### src/rtl/esf_pkg.sv
// Shared widths and reset constants for the seeded EMA filter.
package esf_pkg;

  localparam int PRICE_W  = 24;                   // price sample
  localparam int FRAC_W   = 16;                   // fraction bits of the EMA
  localparam int EMA_W    = PRICE_W + FRAC_W;     // EMA word
  localparam int PERIOD_W = 8;                    // period register
  localparam int SUM_W    = 32;                   // seeding sum
  localparam int SF_W     = FRAC_W + 1;           // smoothing factor, Q0.16 plus unity
  localparam int ALU_W    = EMA_W + SF_W;         // shared adder, holds the full product
  localparam int DIVD_W   = SUM_W + FRAC_W;       // dividend of the seeding divide
  localparam int REM_W    = PERIOD_W + 1;         // remainder and divisor (period + 1)
  localparam int ITER_W   = $clog2(DIVD_W);       // step counter

  localparam logic [PERIOD_W-1:0] PERIOD_RESET = PERIOD_W'(1);
  localparam logic [SF_W-1:0]     SF_RESET     = SF_W'(1) << FRAC_W;

endpackage

### src/rtl/esf_if.sv
// Valid/ready channel interfaces for sample words and result words.
interface esf_in_if;
  logic                        valid;
  logic                        ready;
  logic [esf_pkg::PRICE_W-1:0] price;
  logic                        series_start;

  modport source (output valid, price, series_start, input ready);
  modport sink   (input valid, price, series_start, output ready);
endinterface

interface esf_out_if;
  logic                      valid;
  logic                      ready;
  logic [esf_pkg::EMA_W-1:0] ema_value;
  logic                      seeded;
  logic                      period_error;

  modport source (output valid, ema_value, seeded, period_error, input ready);
  modport sink   (input valid, ema_value, seeded, period_error, output ready);
endinterface

### src/rtl/ema_sma_seeded_filter_top.sv
// Seeded EMA filter top level: sequencer around one shared adder/subtractor.
//
// One price word is taken at a time; the block drops ready while it works on it.
// A sample that only adds into the seeding sum passes through the sum and emit
// states. The sample that completes the seeding period runs a restoring divide of
// (sum << 16) by the period, one quotient bit a cycle; this 48-step divide sets
// the worst-case rate. Every later sample runs a difference (with a negating
// step on a falling price), a 17-step shift-add multiply by the smoothing factor
// and an update step. A period error goes straight to the emit state. Writing a
// nonzero period recomputes the smoothing factor 2^17/(period+1) with the same
// 48-step divide, during which no sample is accepted; no sample is taken in the
// cycle of a period write either. A finished result sits in the output register
// while the next sample is already being taken in; a stalled receiver holds a
// finished result in the sequencer and so stalls the input.
module ema_sma_seeded_filter_top (
  input  logic                          clk,
  input  logic                          rst_n,
  esf_in_if.sink                        in_item,
  esf_out_if.source                     out_item,
  input  logic                          cfg_we,
  input  logic [esf_pkg::PERIOD_W-1:0]  cfg_wdata
);

  typedef enum logic [2:0] {
    S_IDLE, S_SUM, S_DIV, S_DIFF, S_NEG, S_MUL, S_FIN, S_EMIT
  } state_t;

  state_t state_r, state_nxt;

  logic [esf_pkg::PERIOD_W-1:0] period_r, period_nxt;
  logic [esf_pkg::SF_W-1:0]     sf_r, sf_nxt;
  logic [esf_pkg::PERIOD_W-1:0] count_r, count_nxt;
  logic [esf_pkg::SUM_W-1:0]    sum_r, sum_nxt;
  logic [esf_pkg::EMA_W-1:0]    ema_r, ema_nxt;

  logic [esf_pkg::PRICE_W-1:0]  price_r, price_nxt;
  logic [esf_pkg::DIVD_W-1:0]   q_r, q_nxt;
  logic [esf_pkg::REM_W-1:0]    rem_r, rem_nxt;
  logic [esf_pkg::REM_W-1:0]    divisor_r, divisor_nxt;
  logic                         div_cfg_r, div_cfg_nxt;
  logic [esf_pkg::ITER_W-1:0]   iter_r, iter_nxt;
  logic [esf_pkg::EMA_W-1:0]    mag_r, mag_nxt;
  logic                         up_r, up_nxt;
  logic [esf_pkg::ALU_W-1:0]    acc_r, acc_nxt;
  logic [esf_pkg::SF_W-1:0]     mplier_r, mplier_nxt;

  logic [esf_pkg::EMA_W-1:0]    res_ema_r, res_ema_nxt;
  logic                         res_seeded_r, res_seeded_nxt;
  logic                         res_err_r, res_err_nxt;

  logic                         out_valid_r, out_valid_nxt;
  logic [esf_pkg::EMA_W-1:0]    out_ema_r, out_ema_nxt;
  logic                         out_seeded_r, out_seeded_nxt;
  logic                         out_err_r, out_err_nxt;

  // shared adder/subtractor
  logic [esf_pkg::ALU_W-1:0]    alu_a, alu_b;
  logic                         alu_inv, alu_cin;
  logic [esf_pkg::ALU_W:0]      alu_sum;
  logic                         alu_carry;

  logic [esf_pkg::EMA_W-1:0]    target;
  logic [esf_pkg::REM_W:0]      rem_sh;
  logic [esf_pkg::ALU_W-esf_pkg::FRAC_W-1:0] prod_floor;
  logic                         prod_round;
  logic [esf_pkg::PERIOD_W-1:0] count_inc;
  logic [esf_pkg::PERIOD_W-1:0] count_eff;

  assign target     = {price_r, esf_pkg::FRAC_W'(0)};
  assign rem_sh     = {rem_r, q_r[esf_pkg::DIVD_W-1]};
  assign prod_floor = acc_r[esf_pkg::ALU_W-1:esf_pkg::FRAC_W];
  assign prod_round = |acc_r[esf_pkg::FRAC_W-1:0];
  assign count_inc  = count_r + esf_pkg::PERIOD_W'(1);
  assign count_eff  = in_item.series_start ? '0 : count_r;

  // operand selection for the shared unit
  always_comb begin
    alu_a   = '0;
    alu_b   = '0;
    alu_inv = 1'b0;
    alu_cin = 1'b0;
    unique case (state_r)
      S_SUM: begin
        alu_a = esf_pkg::ALU_W'(sum_r);
        alu_b = esf_pkg::ALU_W'(price_r);
      end
      S_DIV: begin
        alu_a   = esf_pkg::ALU_W'(rem_sh);
        alu_b   = esf_pkg::ALU_W'(divisor_r);
        alu_inv = 1'b1;
        alu_cin = 1'b1;
      end
      S_DIFF: begin
        alu_a   = esf_pkg::ALU_W'(target);
        alu_b   = esf_pkg::ALU_W'(ema_r);
        alu_inv = 1'b1;
        alu_cin = 1'b1;
      end
      S_NEG: begin
        alu_a   = esf_pkg::ALU_W'(ema_r);
        alu_b   = esf_pkg::ALU_W'(target);
        alu_inv = 1'b1;
        alu_cin = 1'b1;
      end
      S_MUL: begin
        alu_a = {acc_r[esf_pkg::ALU_W-2:0], 1'b0};
        alu_b = mplier_r[esf_pkg::SF_W-1] ? esf_pkg::ALU_W'(mag_r) : '0;
      end
      S_FIN: begin
        // up: ema + floor; down: ema - floor - round
        alu_a   = esf_pkg::ALU_W'(ema_r);
        alu_b   = esf_pkg::ALU_W'(prod_floor);
        alu_inv = !up_r;
        alu_cin = !up_r && !prod_round;
      end
      default: ;
    endcase
  end

  assign alu_sum   = {1'b0, alu_a} + {1'b0, alu_b ^ {esf_pkg::ALU_W{alu_inv}}}
                   + (esf_pkg::ALU_W + 1)'(alu_cin);
  assign alu_carry = alu_sum[esf_pkg::ALU_W];

  // sequencer
  always_comb begin
    state_nxt      = state_r;
    period_nxt     = period_r;
    sf_nxt         = sf_r;
    count_nxt      = count_r;
    sum_nxt        = sum_r;
    ema_nxt        = ema_r;
    price_nxt      = price_r;
    q_nxt          = q_r;
    rem_nxt        = rem_r;
    divisor_nxt    = divisor_r;
    div_cfg_nxt    = div_cfg_r;
    iter_nxt       = iter_r;
    mag_nxt        = mag_r;
    up_nxt         = up_r;
    acc_nxt        = acc_r;
    mplier_nxt     = mplier_r;
    res_ema_nxt    = res_ema_r;
    res_seeded_nxt = res_seeded_r;
    res_err_nxt    = res_err_r;
    out_valid_nxt  = out_valid_r && !out_item.ready;
    out_ema_nxt    = out_ema_r;
    out_seeded_nxt = out_seeded_r;
    out_err_nxt    = out_err_r;

    unique case (state_r)
      S_IDLE: begin
        if (cfg_we) begin
          // new period restarts the series and rebuilds the factor
          period_nxt = cfg_wdata;
          count_nxt  = '0;
          sum_nxt    = '0;
          ema_nxt    = '0;
          if (cfg_wdata == '0) begin
            sf_nxt = '0;
          end else begin
            divisor_nxt = esf_pkg::REM_W'(cfg_wdata) + esf_pkg::REM_W'(1);
            q_nxt       = esf_pkg::DIVD_W'(1) << (esf_pkg::FRAC_W + 1);
            rem_nxt     = '0;
            iter_nxt    = esf_pkg::ITER_W'(esf_pkg::DIVD_W - 1);
            div_cfg_nxt = 1'b1;
            state_nxt   = S_DIV;
          end
        end else if (in_item.valid) begin
          price_nxt = in_item.price;
          if (in_item.series_start) begin
            count_nxt = '0;
            sum_nxt   = '0;
            ema_nxt   = '0;
          end
          if (period_r == '0) begin
            res_ema_nxt    = '0;
            res_seeded_nxt = 1'b0;
            res_err_nxt    = 1'b1;
            state_nxt      = S_EMIT;
          end else if (count_eff < period_r) begin
            state_nxt = S_SUM;
          end else begin
            state_nxt = S_DIFF;
          end
        end
      end

      S_SUM: begin
        sum_nxt   = alu_sum[esf_pkg::SUM_W-1:0];
        count_nxt = count_inc;
        if (count_inc == period_r) begin
          q_nxt       = {alu_sum[esf_pkg::SUM_W-1:0], esf_pkg::FRAC_W'(0)};
          rem_nxt     = '0;
          divisor_nxt = esf_pkg::REM_W'(period_r);
          iter_nxt    = esf_pkg::ITER_W'(esf_pkg::DIVD_W - 1);
          div_cfg_nxt = 1'b0;
          state_nxt   = S_DIV;
        end else begin
          res_ema_nxt    = '0;
          res_seeded_nxt = 1'b0;
          res_err_nxt    = 1'b0;
          state_nxt      = S_EMIT;
        end
      end

      S_DIV: begin
        // restoring divide, one quotient bit a step
        if (alu_carry) begin
          rem_nxt = alu_sum[esf_pkg::REM_W-1:0];
          q_nxt   = {q_r[esf_pkg::DIVD_W-2:0], 1'b1};
        end else begin
          rem_nxt = rem_sh[esf_pkg::REM_W-1:0];
          q_nxt   = {q_r[esf_pkg::DIVD_W-2:0], 1'b0};
        end
        iter_nxt = iter_r - esf_pkg::ITER_W'(1);
        if (iter_r == '0) begin
          if (div_cfg_r) begin
            sf_nxt    = q_nxt[esf_pkg::SF_W-1:0];
            state_nxt = S_IDLE;
          end else begin
            ema_nxt        = q_nxt[esf_pkg::EMA_W-1:0];
            res_ema_nxt    = q_nxt[esf_pkg::EMA_W-1:0];
            res_seeded_nxt = 1'b1;
            res_err_nxt    = 1'b0;
            state_nxt      = S_EMIT;
          end
        end
      end

      S_DIFF: begin
        if (alu_carry) begin
          mag_nxt    = alu_sum[esf_pkg::EMA_W-1:0];
          up_nxt     = 1'b1;
          acc_nxt    = '0;
          mplier_nxt = sf_r;
          iter_nxt   = esf_pkg::ITER_W'(esf_pkg::SF_W - 1);
          state_nxt  = S_MUL;
        end else begin
          up_nxt    = 1'b0;
          state_nxt = S_NEG;
        end
      end

      S_NEG: begin
        mag_nxt    = alu_sum[esf_pkg::EMA_W-1:0];
        acc_nxt    = '0;
        mplier_nxt = sf_r;
        iter_nxt   = esf_pkg::ITER_W'(esf_pkg::SF_W - 1);
        state_nxt  = S_MUL;
      end

      S_MUL: begin
        // shift-add, factor msb first
        acc_nxt    = alu_sum[esf_pkg::ALU_W-1:0];
        mplier_nxt = {mplier_r[esf_pkg::SF_W-2:0], 1'b0};
        iter_nxt   = iter_r - esf_pkg::ITER_W'(1);
        if (iter_r == '0) begin
          state_nxt = S_FIN;
        end
      end

      S_FIN: begin
        if (up_r) begin
          ema_nxt = (|alu_sum[esf_pkg::ALU_W:esf_pkg::EMA_W]) ? '1
                                                              : alu_sum[esf_pkg::EMA_W-1:0];
        end else begin
          ema_nxt = alu_carry ? alu_sum[esf_pkg::EMA_W-1:0] : '0;
        end
        res_ema_nxt    = ema_nxt;
        res_seeded_nxt = 1'b1;
        res_err_nxt    = 1'b0;
        state_nxt      = S_EMIT;
      end

      S_EMIT: begin
        // wait for the output register to free up
        if (!out_valid_r || out_item.ready) begin
          out_valid_nxt  = 1'b1;
          out_ema_nxt    = res_ema_r;
          out_seeded_nxt = res_seeded_r;
          out_err_nxt    = res_err_r;
          state_nxt      = S_IDLE;
        end
      end

      default: state_nxt = S_IDLE;
    endcase
  end

  always_ff @(posedge clk) begin
    if (!rst_n) begin
      state_r     <= S_IDLE;
      period_r    <= esf_pkg::PERIOD_RESET;
      sf_r        <= esf_pkg::SF_RESET;
      count_r     <= '0;
      sum_r       <= '0;
      ema_r       <= '0;
      div_cfg_r   <= 1'b0;
      iter_r      <= '0;
      out_valid_r <= 1'b0;
    end else begin
      state_r     <= state_nxt;
      period_r    <= period_nxt;
      sf_r        <= sf_nxt;
      count_r     <= count_nxt;
      sum_r       <= sum_nxt;
      ema_r       <= ema_nxt;
      div_cfg_r   <= div_cfg_nxt;
      iter_r      <= iter_nxt;
      out_valid_r <= out_valid_nxt;
    end
    price_r      <= price_nxt;
    q_r          <= q_nxt;
    rem_r        <= rem_nxt;
    divisor_r    <= divisor_nxt;
    mag_r        <= mag_nxt;
    up_r         <= up_nxt;
    acc_r        <= acc_nxt;
    mplier_r     <= mplier_nxt;
    res_ema_r    <= res_ema_nxt;
    res_seeded_r <= res_seeded_nxt;
    res_err_r    <= res_err_nxt;
    out_ema_r    <= out_ema_nxt;
    out_seeded_r <= out_seeded_nxt;
    out_err_r    <= out_err_nxt;
  end

  // a period write takes the edge, so no word is taken with it
  assign in_item.ready          = (state_r == S_IDLE) && !cfg_we;
  assign out_item.valid         = out_valid_r;
  assign out_item.ema_value     = out_ema_r;
  assign out_item.seeded        = out_seeded_r;
  assign out_item.period_error  = out_err_r;

  // a sample word occupies the unit: no second word on the next edge
  a_one_at_a_time: assert property (@(posedge clk) disable iff (!rst_n)
    in_item.valid && in_item.ready |=> !in_item.ready)
    else $error("sample word accepted while previous one in flight");

  // a nonzero period write keeps samples out while the factor is built
  a_cfg_busy: assert property (@(posedge clk) disable iff (!rst_n)
    cfg_we && (cfg_wdata != '0) |=> !in_item.ready)
    else $error("sample taken during smoothing factor divide");

  // unseeded or error words carry a zero value
  a_zero_unseeded: assert property (@(posedge clk) disable iff (!rst_n)
    out_item.valid && !out_item.seeded |-> out_item.ema_value == '0)
    else $error("nonzero EMA on an unseeded word");

  // error words are never flagged seeded
  a_err_unseeded: assert property (@(posedge clk) disable iff (!rst_n)
    out_item.valid && out_item.period_error |-> !out_item.seeded)
    else $error("period error word flagged seeded");

  // a valid period always has a factor ready once idle
  a_factor_ready: assert property (@(posedge clk) disable iff (!rst_n)
    (state_r == S_IDLE) && (period_r != '0) |-> sf_r != '0)
    else $error("smoothing factor missing for nonzero period");

endmodule

### src/flat_wrapper.sv
// flat-port wrapper written by rule: the top's interface ports become plain ports
module ema_sma_seeded_filter_top_flat 
  (clk, rst_n, cfg_we, cfg_wdata, in_item_valid, in_item_price, in_item_series_start, in_item_ready, out_item_valid, out_item_ema_value, out_item_seeded, out_item_period_error, out_item_ready);
  esf_in_if in_item_i ();
  esf_out_if out_item_i ();
  input  logic clk;
  input  logic rst_n;
  input  logic cfg_we;
  input  logic [esf_pkg::PERIOD_W-1:0] cfg_wdata;
  input wire logic [$bits(in_item_i.valid)-1:0] in_item_valid;
  input wire logic [$bits(in_item_i.price)-1:0] in_item_price;
  input wire logic [$bits(in_item_i.series_start)-1:0] in_item_series_start;
  output wire logic [$bits(in_item_i.ready)-1:0] in_item_ready;
  output wire logic [$bits(out_item_i.valid)-1:0] out_item_valid;
  output wire logic [$bits(out_item_i.ema_value)-1:0] out_item_ema_value;
  output wire logic [$bits(out_item_i.seeded)-1:0] out_item_seeded;
  output wire logic [$bits(out_item_i.period_error)-1:0] out_item_period_error;
  input wire logic [$bits(out_item_i.ready)-1:0] out_item_ready;
  assign in_item_i.valid = in_item_valid;
  assign in_item_i.price = in_item_price;
  assign in_item_i.series_start = in_item_series_start;
  assign in_item_ready = in_item_i.ready;
  assign out_item_valid = out_item_i.valid;
  assign out_item_ema_value = out_item_i.ema_value;
  assign out_item_seeded = out_item_i.seeded;
  assign out_item_period_error = out_item_i.period_error;
  assign out_item_i.ready = out_item_ready;
  ema_sma_seeded_filter_top u_core (.clk(clk), .rst_n(rst_n), .in_item(in_item_i), .out_item(out_item_i), .cfg_we(cfg_we), .cfg_wdata(cfg_wdata));
endmodule
### config.mk
export PLATFORM = sky130hd
export DESIGN_NAME = ema_sma_seeded_filter_top_flat
export DESIGN_NICKNAME = d
export VERILOG_FILES = /design/src/rtl/esf_pkg.sv /design/src/rtl/esf_if.sv /design/src/rtl/ema_sma_seeded_filter_top.sv /design/src/flat_wrapper.sv
export SDC_FILE = /design/constraint.sdc
export NUM_CORES = 1
export LEC_CHECK = 0
export BUFFER_PORTS_ARGS = -buffer_cell sky130_fd_sc_hd__buf_2
export CAP_MARGIN = 20
export CORE_AREA = 2 2 260 262
export DETAILED_ROUTE_END_ITERATION = 8
export DIE_AREA = 0 0 262 264
export MAX_ROUTING_LAYER = met4
export SLEW_MARGIN = 0
export SYNTH_ARGS = -nofsm -noshare
export SYNTH_HDL_FRONTEND = slang
export SYNTH_SLANG_ARGS = --single-unit
### constraint.sdc
create_clock -name clk -period 7.9 [get_ports clk]
set_input_delay 1.185 -clock clk [delete_from_list [all_inputs] [get_ports clk]]
set_output_delay 1.185 -clock clk [all_outputs]
set_load 0.005 [all_outputs]
After elaboration in Yosys (flattened, before gate mapping)
Cells that the tools add are included.

storage, ports and cells
  output and inout port bits = 44
  register bits after elaboration = 405
  word-level logic and storage cells = 185
  bits of input ports = 38

operators by class
  magnitude comparators = 1
  mux-type cells = 89
  add/sub/neg operators = 5
  reductions and logical operators = 40
  bitwise gates (word level) = 2
  equal/unequal tests = 25

operator list
  cell                              number
  2-to-1 mux 40 bit                 14
  case mux 57 bit (6 select lines)  1
  case mux 57 bit (5 select lines)  1
  case mux 57 bit (3 select lines)  1
  case mux 40 bit (4 select lines)  1
  2-to-1 mux 48 bit                 3
  case mux 48 bit (3 select lines)  1
  case mux 40 bit (3 select lines)  1
  2-to-1 mux 32 bit                 3
  2-to-1 mux 17 bit                 5
  case mux 40 bit (2 select lines)  1
  case mux 32 bit (2 select lines)  1
  2-to-1 mux 9 bit                  7
  adder 57 x 57 -> 58 bit           1
  adder 58 x 1 -> 58 bit            1
  2-to-1 mux 57 bit                 1
  bitwise XOR 57 bit                1
  case mux 17 bit (3 select lines)  1
  case mux 17 bit (2 select lines)  1
  case mux 6 bit (5 select lines)   1
  2-to-1 mux 3 bit                  9
  case mux 9 bit (3 select lines)   1
  2-to-1 mux 6 bit                  4
  2-to-1 mux 8 bit                  3
  other kinds (38)                  98

Logic depth before layout (Yosys ltp)
  depth after elaboration = 10
  mapped depth = 23
  depth with buffers taken out = 18

Worst setup path before layout
OpenSTA, ideal clock, no wires.

  path type = register to register
  from = reg u_core.state_r[2]
  to = reg u_core.acc_r[0] (netlist bit), enable pin
  slack = 0.192 ns
  data arrival time = 6.544 ns
  stages on the path, launching flop included = 19
  required time = 6.736 ns
  clock period less this slack = 7.708 ns
  setup time = 1.164 ns
  cell sequence = dfxtp_1 clkbuf_1 clkinv_1 nand2_1 o21ai_0 buf_1 inv_2 buf_1 ha_1 buf_2 a21oi_1 o21ai_1 a21oi_1 o21ai_0 a221oi_1 nand2_1 buf_1 nand2_1 o21ai_0

between the ends
  cells in the longest elaborated chain, start to end = 8
  elaborated cells between the ends (all ways) = 18
  those cells by class = add/sub (2); eq/ne (7); mux (4); bitwise (1); reduce/logical (4)

ends and longest elaborated chain
  item                                                                 RTL line                          text
  from (decl)                                                          ema_sma_seeded_filter_top.sv:28   state_t state_r, state_nxt;
  from (signal assigned)                                               ema_sma_seeded_filter_top.sv:302  state_r <= state_nxt;
  equality test 3 bit or equality test 3 x 2 -> 1 bit (tied branches)  ema_sma_seeded_filter_top.sv:82   unique case (state_r)
  OR reduction 3 bit (no source line)                                  --
  case mux 1 bit (2 select lines)                                      ema_sma_seeded_filter_top.sv:82
  bitwise XOR 57 bit                                                   ema_sma_seeded_filter_top.sv:120  assign alu_sum = {1'b0, alu_a} + {1'b0, alu_b ^ {esf_pkg::ALU_W{alu_inv}}}
  adder 57 x 57 -> 58 bit                                              ema_sma_seeded_filter_top.sv:120
  adder 58 x 1 -> 58 bit *                                             ema_sma_seeded_filter_top.sv:121  + (esf_pkg::ALU_W + 1)'(alu_cin);
  named net u_core.alu_sum (one bit)                                   ema_sma_seeded_filter_top.sv:59   logic [esf_pkg::ALU_W:0] alu_sum;
  != test 2 x 1 -> 1 bit (no source line) *                            --
  AND reduction 2 bit (no source line) *                               --
  to (signal assigned)                                                 ema_sma_seeded_filter_top.sv:318  acc_r <= acc_nxt;
  to (decl)                                                            ema_sma_seeded_filter_top.sv:44   logic [esf_pkg::ALU_W-1:0] acc_r, acc_nxt;

Mark *: on every way through the listed nets, which the timed path passes. The rest lies on a longest branch.
A chain may end at the register's enable or synchronous reset.

Worst setup path after layout
  from = reg u_core.state_r[2]
  to = reg u_core.ema_r[38] (netlist bit)

between the ends
  cells in the longest elaborated chain, start to end = 10
  elaborated cells between the ends (all ways) = 27
  those cells by class = add/sub (2); eq/ne (10); mux (8); bitwise (1); reduce/logical (6)

ends and longest elaborated chain
  item                                         RTL line                          text
  equality test 3 bit (tied with other cells)  ema_sma_seeded_filter_top.sv:82
  OR reduction 3 bit (no source line)          --
  case mux 1 bit (2 select lines)              ema_sma_seeded_filter_top.sv:82
  bitwise XOR 57 bit                           ema_sma_seeded_filter_top.sv:120
  adder 57 x 57 -> 58 bit                      ema_sma_seeded_filter_top.sv:120
  adder 58 x 1 -> 58 bit                       ema_sma_seeded_filter_top.sv:121
  OR reduction 18 bit                          ema_sma_seeded_filter_top.sv:264  ema_nxt = (|alu_sum[esf_pkg::ALU_W:esf_pkg::EMA_W]) ? '1
  2-to-1 mux 40 bit                            ema_sma_seeded_filter_top.sv:264
  2-to-1 mux 40 bit                            ema_sma_seeded_filter_top.sv:263  if (up_r) begin
  case mux 40 bit (3 select lines)             ema_sma_seeded_filter_top.sv:150  unique case (state_r)
  to (signal assigned)                         ema_sma_seeded_filter_top.sv:307  ema_r <= ema_nxt;
  to (decl)                                    ema_sma_seeded_filter_top.sv:34   logic [esf_pkg::EMA_W-1:0] ema_r, ema_nxt;

Parallel ways exist; a longest one is shown, timed or not.

==> summary.md <==
| Metric | Value |
|---|---|
| Total power | `11400 µW` |
| DRC Markers | `0` |
| CP endpoint kind | `register` |
| RSZ-0062 raised after global routing | `false` |
| Fmax | `0.140 GHz` |
| Final Net Count | `2463` |
| Status | `completed` |
| GRT Total Usage | `24.7%` |
| # Post-CTS Setup Buffers | `0` |
| Endpoints failing setup | `0` |
| Largest net degree at the start of global routing | `79` |
| Routed wire length | `84.3 mm` |
| Die area | `69200 µm²` |
| Max clock buf depth | `3` |
| Synth unique cells | `85` |
| PwrDens | `450 nW/µm²` |
| PortBufs | `81` |
| Io pins | `82` |
| Post-DP HPWL | `60.8 mm` |
| Hold crit path type | `reg -> reg` |
| Layout cells sized above 1 | `11.1%` |
| CP Max Fanout | `20` |
| Ys Warns | `0` |
| Clock-pin slew on the worst setup and hold paths | `0.06 ns` |
| CTS tree | `yes` |
| Crit Reg-Reg Endpoint | `u_core.ema_r[38]$_SDFFE_PN0P_` |
| Vias | `19300` |
| Iter 0 DRT Violations | `2384` |
| Pins Over Slew Limit | `0` |
| Initial DRT Pass Iterations | `7` |
| Synth area leaders | `edfxtp_1, dfxtp_1, nand2_1, a21oi_1, ha_1` |
| Initial antenna violation count | `2` |
| WHS Endpoint | `u_core.out_item.ema_value[27]$_DFFE_PP_` |
| Vias in the first global route | `18600` |
| Hold slack | `0.415 ns` |
| Seq pwr share | `32.3%` |
| Post-DRT Antenna Nets | `0` |
| Area of the core | `66600 µm²` |
| CTS Buf Count | `46` |
| Critical path arrival | `7.58 ns` |
| Layout Cells excl Fill | `3266` |
| Flop-to-flop setup slack | `0.77 ns` |
| Rows | `95` |
| Synthesized Nets | `2433` |
| Die Height | `264 µm` |
| Switching Share | `46.1%` |
| Post-layout min period | `7.13 ns` |
| Worst slew pin tran | `1.14 ns` |
| Internal | `6150 µW` |
| Max Clock Skew | `0.0328 ns` |
| Fraction of the cycle the final worst path needs | `90.2%` |
| Clk_lat worst skew | `0.60 ns` |
| Gpl congestion | `0.973` |
| Main synth FF type | `edfxtp_1` |
| Die W | `262 µm` |
| Wire per inst | `25.8 µm` |
| Starting Density | `33.6%` |
| Critical Path RT | `8.35 ns` |
| Relative slew slack | `23.5%` |
| Placed cells | `3180` |
| Clock network power share | `19.5%` |
| Worst r2r src | `u_core.state_r[2]$_SDFFE_PN0P_` |
| Register area share after synthesis | `49.1%` |
| Synthesized flop and latch total | `405` |
| Worst vdd ir | `0.227 mV` |
| H-tree depth | `2` |
| Post-Syn Area | `22400 µm²` |
| P_leak | `0.00925 µW` |
| Yosys top cell area share | `38.8%` |
| Post-cts hold buffer count | `0` |
| Max Cap Violations | `0` |
| Layout area overhead | `13.1%` |
| Fillers | `6630` |
| Combinational Power Share | `48.2%` |
| Post_cts resized | `0` |
| Remaining Overflow, GRT | `0` |
| R2R cell count | `19` |
| Psw | `5250 µW` |
| Syn_area_per_cell | `9.63 µm²` |
| Worst hold start | `u_core.res_ema_r[27]$_DFFE_PP_` |
| Critical path launch point type | `register` |
| Ys async rst share | `0%` |
| Synth area leader | `edfxtp_1` |
| Vias per Instance | `5.90` |
| ANT cells | `0` |
| Final hold vios | `0` |
| Clock root cell | `clkbuf_16` |
| CP Class | `reg -> reg` |
| First-pass GRT wire length | `124 mm` |
| EDFF count, synth | `289` |
| WHS Path Cells | `0` |
| Setup TNS | `0 ns` |
| CTS Sinks | `405` |
| Cells after synthesis | `2325` |
==> kinds of logic (layout without fill, tap and decap cells) <==
group | after synthesis | in the layout | share of synthesized area, %
AO/OA/AOI/OAI | 686 | 686 | 19.9
XOR/XNOR | 109 | 109 | 4.26
adder cells (fa/ha/maj) | 70 | 70 | 3.98
buffers and inverters | 188 | 256 | 3.49
flip-flops | 405 | 405 | 49.1
multiplexers | 45 | 45 | 2.10
AND/OR/NAND/NOR | 822 | 822 | 17.1
==> critical path: stages, from the launching register on <==
cell,delay (ns)
dfxtp_2,0.33
clkinv_1,0.49
nand2_1,0.38
o21ai_1,0.11
buf_4,0.21
inv_2,0.35
buf_12,0.26
buf_4,0.29
ha_1,0.38
a21oi_1,0.32
o21ai_1,0.18
a21oi_1,0.35
o21ai_0,0.15
a221oi_1,0.88
nand2_1,0.40
buf_4,0.34
o21ai_0,0.91
o21a_1,0.31
and3b_1,0.18
a221oi_1,0.08
==> worst max-delay path by stage <==
stage                                    endpoint                            from  depth (start not counted)
floorplan           u_core.acc_r[0]$_SDFFCE_PP0P_  u_core.state_r[2]$_SDFFE_PN0P_                         18
global placement    u_core.ema_r[38]$_SDFFE_PN0P_  u_core.state_r[2]$_SDFFE_PN0P_                         19
detailed placement  u_core.ema_r[38]$_SDFFE_PN0P_  u_core.state_r[2]$_SDFFE_PN0P_                         19
CTS                 u_core.ema_r[38]$_SDFFE_PN0P_  u_core.state_r[2]$_SDFFE_PN0P_                         19
global route        u_core.ema_r[38]$_SDFFE_PN0P_  u_core.state_r[2]$_SDFFE_PN0P_                         19
finish              u_core.ema_r[38]$_SDFFE_PN0P_  u_core.state_r[2]$_SDFFE_PN0P_                         19
==> layout make-up <==
type | count | area, µm² | share of cell area [%]
inverter | 34 | 128 | 0.504
timing repair buffer | 136 | 856 | 3.38
clock inverter | 25 | 292 | 1.15
multi-input combinational | 1732 | 10700 | 42.2
sequential | 405 | 11000 | 43.5
clock buffer | 61 | 1260 | 4.96
tap | 873 | 1090 | 4.31
==> Yosys cell counts (all sizes together) (28+ instances only) <==
library cell  number
inv               32
buf               47
ha                68
clkbuf           107
nand3             38
dfxtp            116
o21ai            214
and3b             38
edfxtp           289
xnor2             84
nand2            410
mux2i             30
and2              81
a22oi             28
a221oi            74
nand4             32
nor2             134
a21oi            185
==> cell usage in the layout, fill, tap and decap left out, drive strengths merged, types with 14 or more instances in the layout <==
cell type	n
nand2	410
nor2	134
a222oi	19
o211ai	18
mux2	15
ha	68
and2	81
a21oi	185
nand3	38
mux2i	30
a21boi	22
a22oi	28
nand4	32
a22o	23
nor3	27
a21o	21
and3b	38
edfxtp	289
o21ai	214
a221oi	74
o21a	14
inv	36
buf	136
xnor2	84
dfxtp	116
clkinv	17
xor2	25
clkbuf	61
==> power groups by stage <==
stage	Sequential, µW	Combinational (µW)	Clock, µW
after detailed placement	3710	5350	0
after floorplan	3500	3450	0
after CTS	3670	5380	2270
after global routing	3730	5860	2330
final	3680	5500	2230
after global placement	3700	5330	0
==> sequential cells by signal, summed over array words and instances, names as in the netlist <==
register,flops
u_core.sf_r,17
u_core.iter_r,6
u_core.state_r,3
u_core.out_item.seeded,1
u_core.mag_r,40
u_core.sum_r,32
u_core.rem_r,9
u_core.out_item.period_error,1
u_core.acc_r,57
u_core.res_ema_r,40
u_core.mplier_r,17
u_core.res_seeded_r,1
u_core.period_r,8
u_core.ema_r,40
u_core.div_cfg_r,1
u_core.price_r,24
u_core.out_item.valid,1
u_core.res_err_r,1
u_core.divisor_r,9
u_core.q_r,48
u_core.up_r,1
u_core.count_r,8
u_core.out_item.ema_value,40
==> metal layers <==
layer  routed length (µm)  GRT usage, %  up-vias
met4                 3440          9.22        0
met1                36400          33.9     9508
met2                37400          36.4      947
met3                 7030          4.27      185
met5                    0             -        -
li1                     -             -     8638
==> stage by stage <==
stage               setup slack [ns]  util [%]  cell area [µm²]
detailed placement              1.02      35.7            23800
floorplan                      0.192         -            22400
CTS                             1.00      38.1            25300
finish                         0.772      38.1            25300
global placement                1.14      35.7            23800
global route                   0.576      38.1            25300
Power figures use the tool's default switching activity.
